`src/rtl/ppl_pkg.sv`:
```
// ----------------------------------------------------------------------------
// ppl_pkg
// Shared types, codes and helpers of the predator-prey lattice update block.
// ----------------------------------------------------------------------------
package ppl_pkg;

    localparam int DEF_MAX_ROWS = 64;
    localparam int DEF_MAX_COLS = 64;

    localparam int COORD_W = 6;
    localparam int DIM_W   = 7;
    localparam int PROB_W  = 17;
    localparam int DRAW_W  = 16;
    localparam int CELL_W  = 2;
    localparam int OP_W    = 2;
    localparam int DIR_W   = 2;
    localparam int CFG_IDX_W = 3;
    localparam int LANES   = 4;

    localparam logic [PROB_W-1:0] ONE_Q16 = 17'h10000;

    localparam logic [CELL_W-1:0] CELL_NONE  = 2'd0;
    localparam logic [CELL_W-1:0] CELL_FISH  = 2'd1;
    localparam logic [CELL_W-1:0] CELL_SHARK = 2'd2;
    localparam logic [CELL_W-1:0] CELL_EMPTY = 2'd3;

    localparam logic [OP_W-1:0] OP_WRITE  = 2'd0;
    localparam logic [OP_W-1:0] OP_READ   = 2'd1;
    localparam logic [OP_W-1:0] OP_UPDATE = 2'd2;
    localparam logic [OP_W-1:0] OP_NONE   = 2'd3;

    localparam logic [DIR_W-1:0] DIR_ROW_INC = 2'd0;
    localparam logic [DIR_W-1:0] DIR_COL_INC = 2'd1;
    localparam logic [DIR_W-1:0] DIR_ROW_DEC = 2'd2;
    localparam logic [DIR_W-1:0] DIR_COL_DEC = 2'd3;

    localparam logic [CFG_IDX_W-1:0] REG_ROWS_USED    = 3'd0;
    localparam logic [CFG_IDX_W-1:0] REG_COLS_USED    = 3'd1;
    localparam logic [CFG_IDX_W-1:0] REG_STEP_SHARE   = 3'd2;
    localparam logic [CFG_IDX_W-1:0] REG_FISH_BIRTH   = 3'd3;
    localparam logic [CFG_IDX_W-1:0] REG_FISH_DEATH   = 3'd4;
    localparam logic [CFG_IDX_W-1:0] REG_SHARK_BIRTH  = 3'd5;
    localparam logic [CFG_IDX_W-1:0] REG_SHARK_STARVE = 3'd6;

    typedef enum logic [3:0] {
        S_IDLE,
        S_REDUCE,
        S_ISSUE,
        S_FOCAL,
        S_FISH,
        S_SCAN,
        S_VACATE,
        S_MIX_A,
        S_MIX_B,
        S_MIX_C,
        S_MIX_D,
        S_FINISH
    } state_t;

    function automatic logic [PROB_W-1:0] sat_prob(input logic [PROB_W-1:0] v);
        return (v > ONE_Q16) ? ONE_Q16 : v;
    endfunction

    function automatic logic [DIM_W-1:0] wrap_inc(input logic [DIM_W-1:0] pos,
                                                  input logic [DIM_W-1:0] dim);
        return (pos + 7'd1 == dim) ? '0 : pos + 7'd1;
    endfunction

    function automatic logic [DIM_W-1:0] wrap_dec(input logic [DIM_W-1:0] pos,
                                                  input logic [DIM_W-1:0] dim);
        return (pos == '0) ? dim - 7'd1 : pos - 7'd1;
    endfunction

endpackage

```
`src/rtl/ppl_reduce.sv`:
```
// ----------------------------------------------------------------------------
// ppl_reduce
// Iterative remainder unit: four coordinate lanes reduced modulo the grid
// size, one restoring step per cycle.
// ----------------------------------------------------------------------------
module ppl_reduce
    import ppl_pkg::*;
(
    input  logic                            clk,
    input  logic                            rst_n,
    input  logic                            start,
    input  logic [LANES-1:0][COORD_W-1:0]   value,
    input  logic [DIM_W-1:0]                rows_n,
    input  logic [DIM_W-1:0]                cols_n,
    output logic                            busy,
    output logic [LANES-1:0][COORD_W-1:0]   rem
);

    localparam int DIV_W  = DIM_W + COORD_W - 1;
    localparam int STEP_W = $clog2(COORD_W);

    logic [LANES-1:0][COORD_W-1:0] rem_reg;
    logic [LANES-1:0][COORD_W-1:0] rem_next;
    logic [DIV_W-1:0]              row_div_reg;
    logic [DIV_W-1:0]              col_div_reg;
    logic [STEP_W-1:0]             step_reg;
    logic                          busy_reg;

    always_comb
    begin
        logic [DIV_W-1:0] div_sel;
        logic [DIV_W-1:0] wide;
        logic [DIV_W-1:0] diff;
        for (int i = 0; i < LANES; i++)
        begin
            div_sel = (i % 2 == 0) ? row_div_reg : col_div_reg;
            wide    = {{(DIV_W-COORD_W){1'b0}}, rem_reg[i]};
            diff    = wide - div_sel;
            rem_next[i] = (wide >= div_sel) ? diff[COORD_W-1:0] : rem_reg[i];
        end
    end

    always_ff @(posedge clk or negedge rst_n)
    begin
        if (!rst_n)
        begin
            busy_reg <= 1'b0;
            step_reg <= '0;
        end
        else if (start)
        begin
            busy_reg <= 1'b1;
            step_reg <= STEP_W'(COORD_W - 1);
        end
        else if (busy_reg)
        begin
            if (step_reg == '0)
                busy_reg <= 1'b0;
            else
                step_reg <= step_reg - 1'b1;
        end
    end

    always_ff @(posedge clk)
    begin
        if (start)
        begin
            rem_reg     <= value;
            row_div_reg <= {rows_n, {(COORD_W-1){1'b0}}};
            col_div_reg <= {cols_n, {(COORD_W-1){1'b0}}};
        end
        else if (busy_reg)
        begin
            rem_reg     <= rem_next;
            row_div_reg <= row_div_reg >> 1;
            col_div_reg <= col_div_reg >> 1;
        end
    end

    assign busy = busy_reg;
    assign rem  = rem_reg;

endmodule

```
`config.mk`:
```
export PLATFORM = sky130hd
export DESIGN_NAME = ppl_reduce
export DESIGN_NICKNAME = d
export VERILOG_FILES = /design/src/rtl/ppl_pkg.sv /design/src/rtl/ppl_reduce.sv
export SDC_FILE = /design/constraint.sdc
export NUM_CORES = 1
export LEC_CHECK = 0
export ABC_AREA = 1
export BUFFER_PORTS_ARGS = -buffer_cell sky130_fd_sc_hd__clkbuf_2
export CAP_MARGIN = 30
export CORE_ASPECT_RATIO = 2
export CORE_UTILIZATION = 45
export DETAILED_ROUTE_END_ITERATION = 10
export GPL_TIMING_DRIVEN = 0
export MAX_ROUTING_LAYER = met4
export PLACE_DENSITY_LB_ADDON = 0.05
export SYNTH_ARGS = -nofsm -noshare
export SYNTH_HDL_FRONTEND = slang
export SYNTH_SLANG_ARGS = --single-unit
```
`constraint.sdc`:
```
create_clock -name clk -period 2.1 [get_ports clk]
set_input_delay 0.42 -clock clk [delete_from_list [all_inputs] [get_ports clk]]
set_output_delay 0.42 -clock clk [all_outputs]
set_load 0.01 [all_outputs]
```
==> flow_results.org <==
** Synth
- Of the total synthesized cell area, the portion taken by full adders, half adders and majority gates is 0.126.
- The number of nets in the synthesized netlist is approximately 460.
- Sequential area share after synthesis :: 0.447
- Of the post-synthesis cell area, the dominant cell type holds 0.354.
- By count the netlist is led by nand2_1, inv_1, edfxtp_1.
- The largest total area in the synthesized netlist belongs to edfxtp_1.
- The synthesized design contains 38 enable-type register cells.
- Area share of and/or/nand/nor cells after synthesis :: 0.228
- The cell count after synthesis came out at between 300 and 400.
- After synthesis, the cell types taking the most area are edfxtp_1, nand2_1, ha_1.
- The netlist uses 26 different library cells.
- After synthesis, the largest family of logic cells by area is simple AND/OR/NAND/NOR gates.
- Share of synthesized area spent on multiplexers :: 0
- Async set or reset register ratio after synthesis :: 0.0769
- For this run, the number of Yosys warnings is 0.
- Of the total synthesized cell area, the portion taken by XOR and XNOR cells is 0.
- Summing every instance area after synthesis gives around 3200 um^2.
- Primary flip-flop cell chosen by synthesis mapping :: edfxtp_1
- Among all cell types in the netlist, the one instantiated most often is nand2_1.
- Synthesis inferred 52 register bits.
- The share of the synthesized area in compound gates (AO/OA/AOI/OAI) was 0.0970.
- A synthesized cell averages slightly above 8 um^2.

** Clocking
- Number of levels in the clock H-tree :: 2
- Counting the buffers created by CTS gives 5.
- Buffers added to address setup during post-CTS repair amount to 0.
- Clock-pin slew was measured on the worst setup and hold paths at 0.07 ns.
- In this run the clock root is driven by a clkbuf_16.
- Clock tree from TritonCTS :: done
- Number of buffers between clock root and the deepest sink :: 2
- Sinks on the clock net :: between 50 and 60
- Clock latency on the worst-skew pair, taken at its later pin, is about 0.3 ns.

** Layout
- The net count of the finished layout is ~530.
- Flip-flop count of the largest register after layout :: 24
- Ratio of cells with drive above 1 in the final layout :: 0.204
- The repair_antennas step left the layout with diodes totalling 0.
- Compared with the post-synthesis result, the final layout area differs by 19.7%.

** Detailed routing
- In this run the top signal layer used is met4.
- TritonRoute pass-1 iters :: 4
- After detailed routing, the average wire length per cell comes to around 15 um.
- Final routed DRC violation total :: 0
- Wire segments on met2 add up to ~4600 um in the final route.
- Vias per std cell :: slightly above 5
- Summed over all nets, wire length on met3 after detailed routing comes to a little over 200 um.
- Number of DRC markers in iteration 0 :: 98
- Wire length on met1 :: roughly 3100 um
- Drt total wl :: 8170 um
- The detail route stage leaves a number of antenna-violating nets equal to 0.
- For this block, the via count after detailed routing is about 2,800.

** Global route
- After global routing the overflow that remains totals 0.
- Pin count of the biggest net entering global routing :: 23
- The first global-routing pass estimated 13,100 um of wire.
- Via count of the first global-routing pass :: 2,794
- Antenna violations before repair :: 0
- In the global route stage, overall resource usage came out at 0.251.

** Critical path
- At the worst endpoint, the required time is ~2.1 ns.
- Kind of critical path :: reg -> reg
- Critical Path AT :: a little under 2 ns
- STA classifies the critical path endpoint as a flop.
- Element type at the critical path start :: flop
- Biggest fanout along the worst timing path :: 6

** Placement
- Once detailed placement completed, the half-perimeter wirelength came to about 6300 um.
- Before CTS, the worst setup slack after placement is between 0.04 and 0.05 ns.
- RD Place Congestion :: roughly 0.84
- Port buffering added 64 buffers.

** Run
- Number of max-cap violations :: 0

** Floorplanning
- For this configuration, the core starts out at a cell density of 0.464.
- Area enclosed by the die boundary :: 7530 um^2
- From left edge to right edge, the die measures ~62 um.
- Floorplan row count :: 43
- I/O pin count :: 66
- Die outline height :: ~120 um
- In this run the standard cell core region covers about 6900 um^2.

** STA
- Highest achievable clock rate :: approximately 0.51 GHz
- Measured against its own limit, the worst slew margin works out to 0.394.
- Final period demand of the worst path :: 1.95 ns
- At the pin with the least slew margin, the transition time is 0.907 ns.
- Across all setup checks in the final design, the least slack found is 0.150 ns.
- Hold violation count in the final report :: 0
- In the finished design, the share of the clock period the worst path needs comes to 0.929.
- The total count of max-transition violations in the final report is 0.
- Final TNS setup :: 0 ns
- Final setup violation count :: 0
- Setup repair after global routing left no endpoint under its margin.
- On the final layout, the worst clock skew is roughly 0.0063 ns.

** Pwr
- Leakage dissipation :: roughly 0.0019 uW
- Ratio of total power to cell area :: ~900 nW/um^2
- The worst-case IR drop observed on VDD is between 0.8 and 0.9 mV.

** Hold path
- Tightest Hold Check Type :: in -> reg

** Outcome
- Run status :: finished, final reports clean
==> metrics by stage <==
stage                     utilization  hold slack, ns  cell area [um^2]  total power, uW  instances
final                           0.556           0.382              3860             3480        551
after global routing            0.556           0.402              3860             3740        551
after CTS                       0.552           0.382              3830             3500        551
after detailed placement        0.527           0.232              3660             2540        542
after global placement          0.527           0.234              3660             2520        542
after floorplan                     -           0.124              3220             2210        388
==> metal layers <==
layer,global-route usage,up-vias
met5,-,-
met1,0.270,1276
met2,0.436,71
met3,0.0265,19
li1,-,1424
met4,0.121,0
==> power breakdown <==
part | leakage [uW] | switching, uW | internal, uW
registers | 0.000519 | 80.2 | 1300
clock network | 0.0000814 | 392 | 561
logic | 0.00133 | 702 | 444
==> what timing repair did <==
item,4_1_cts,5_1_grt
hold endpoints to repair,4,0
hold buffers,1,0
endpoints found under the setup margin,0,24
gates resized for setup,0,7
==> critical path, stage by stage, from the launching register on <==
cell and delay (ns):
edfxtp_1 0.35, inv_1 0.05, ha_1 0.22, fa_1 0.39
inv_1 0.09, nand3_1 0.07, nand3_1 0.12, nand2_1 0.07
nand3_1 0.07, nand2_1 0.06, nand2_2 0.17
==> cell families after synthesis <==
| family | count (synthesis) |
|---|---|
| flops | 52 |
| compound gates | 59 |
| fa+ha+maj | 30 |
| buf+inv | 78 |
| simple gates | 169 |
==> layout by cell type (no fill, tap or decap) <==
cell           count
a21oi_1           12
a21oi_2            1
buf_2              7
buf_6              3
bufinv_16          1
clkbuf_16          5
clkbuf_2          64
clkinv_1           1
clkinv_4           1
dfrtp_1            4
dfxtp_1           10
dlygate4sd3_1      1
edfxtp_1          38
fa_1               4
ha_1              26
inv_1             66
inv_2              1
inv_6              1
nand2_1          103
nand2_2            4
nand2_4            3
nand3_1           29
nand3_2            2
nand3b_1           6
nand4_1            5
nor2_1            13
nor3_1             3
o21ai_0           20
o21ai_1           16
o21bai_1           1
o22ai_1            9
or2_4              1
==> cell type report <==
class | count | area, um^2
timing repair buffer | 65 | 330
clock buffer | 5 | 125
tap | 90 | 113
inverter | 68 | 260
multi-input combinational | 258 | 1480
fill | 688 | 3080
buffer | 10 | 68.8
sequential | 52 | 1440
clock inverter | 3 | 42.5
==> path summary, 6_finish.rpt <==
kind                        startpoint               to  slack [ns]  cells past startpoint
min in group asynchronous        rst_n             busy        0.45                      2
setup reg to reg                rem[6]           rem[6]        0.15                     10
setup / recovery                rem[6]           rem[6]        0.15                     10
max in group asynchronous        rst_n      step_reg[2]        1.52                      2
hold / removal               cols_n[6]  col_div_reg[11]        0.38                      3
hold reg to reg            step_reg[2]      step_reg[2]        0.50                      1
(Power assumes the default switching activity.)
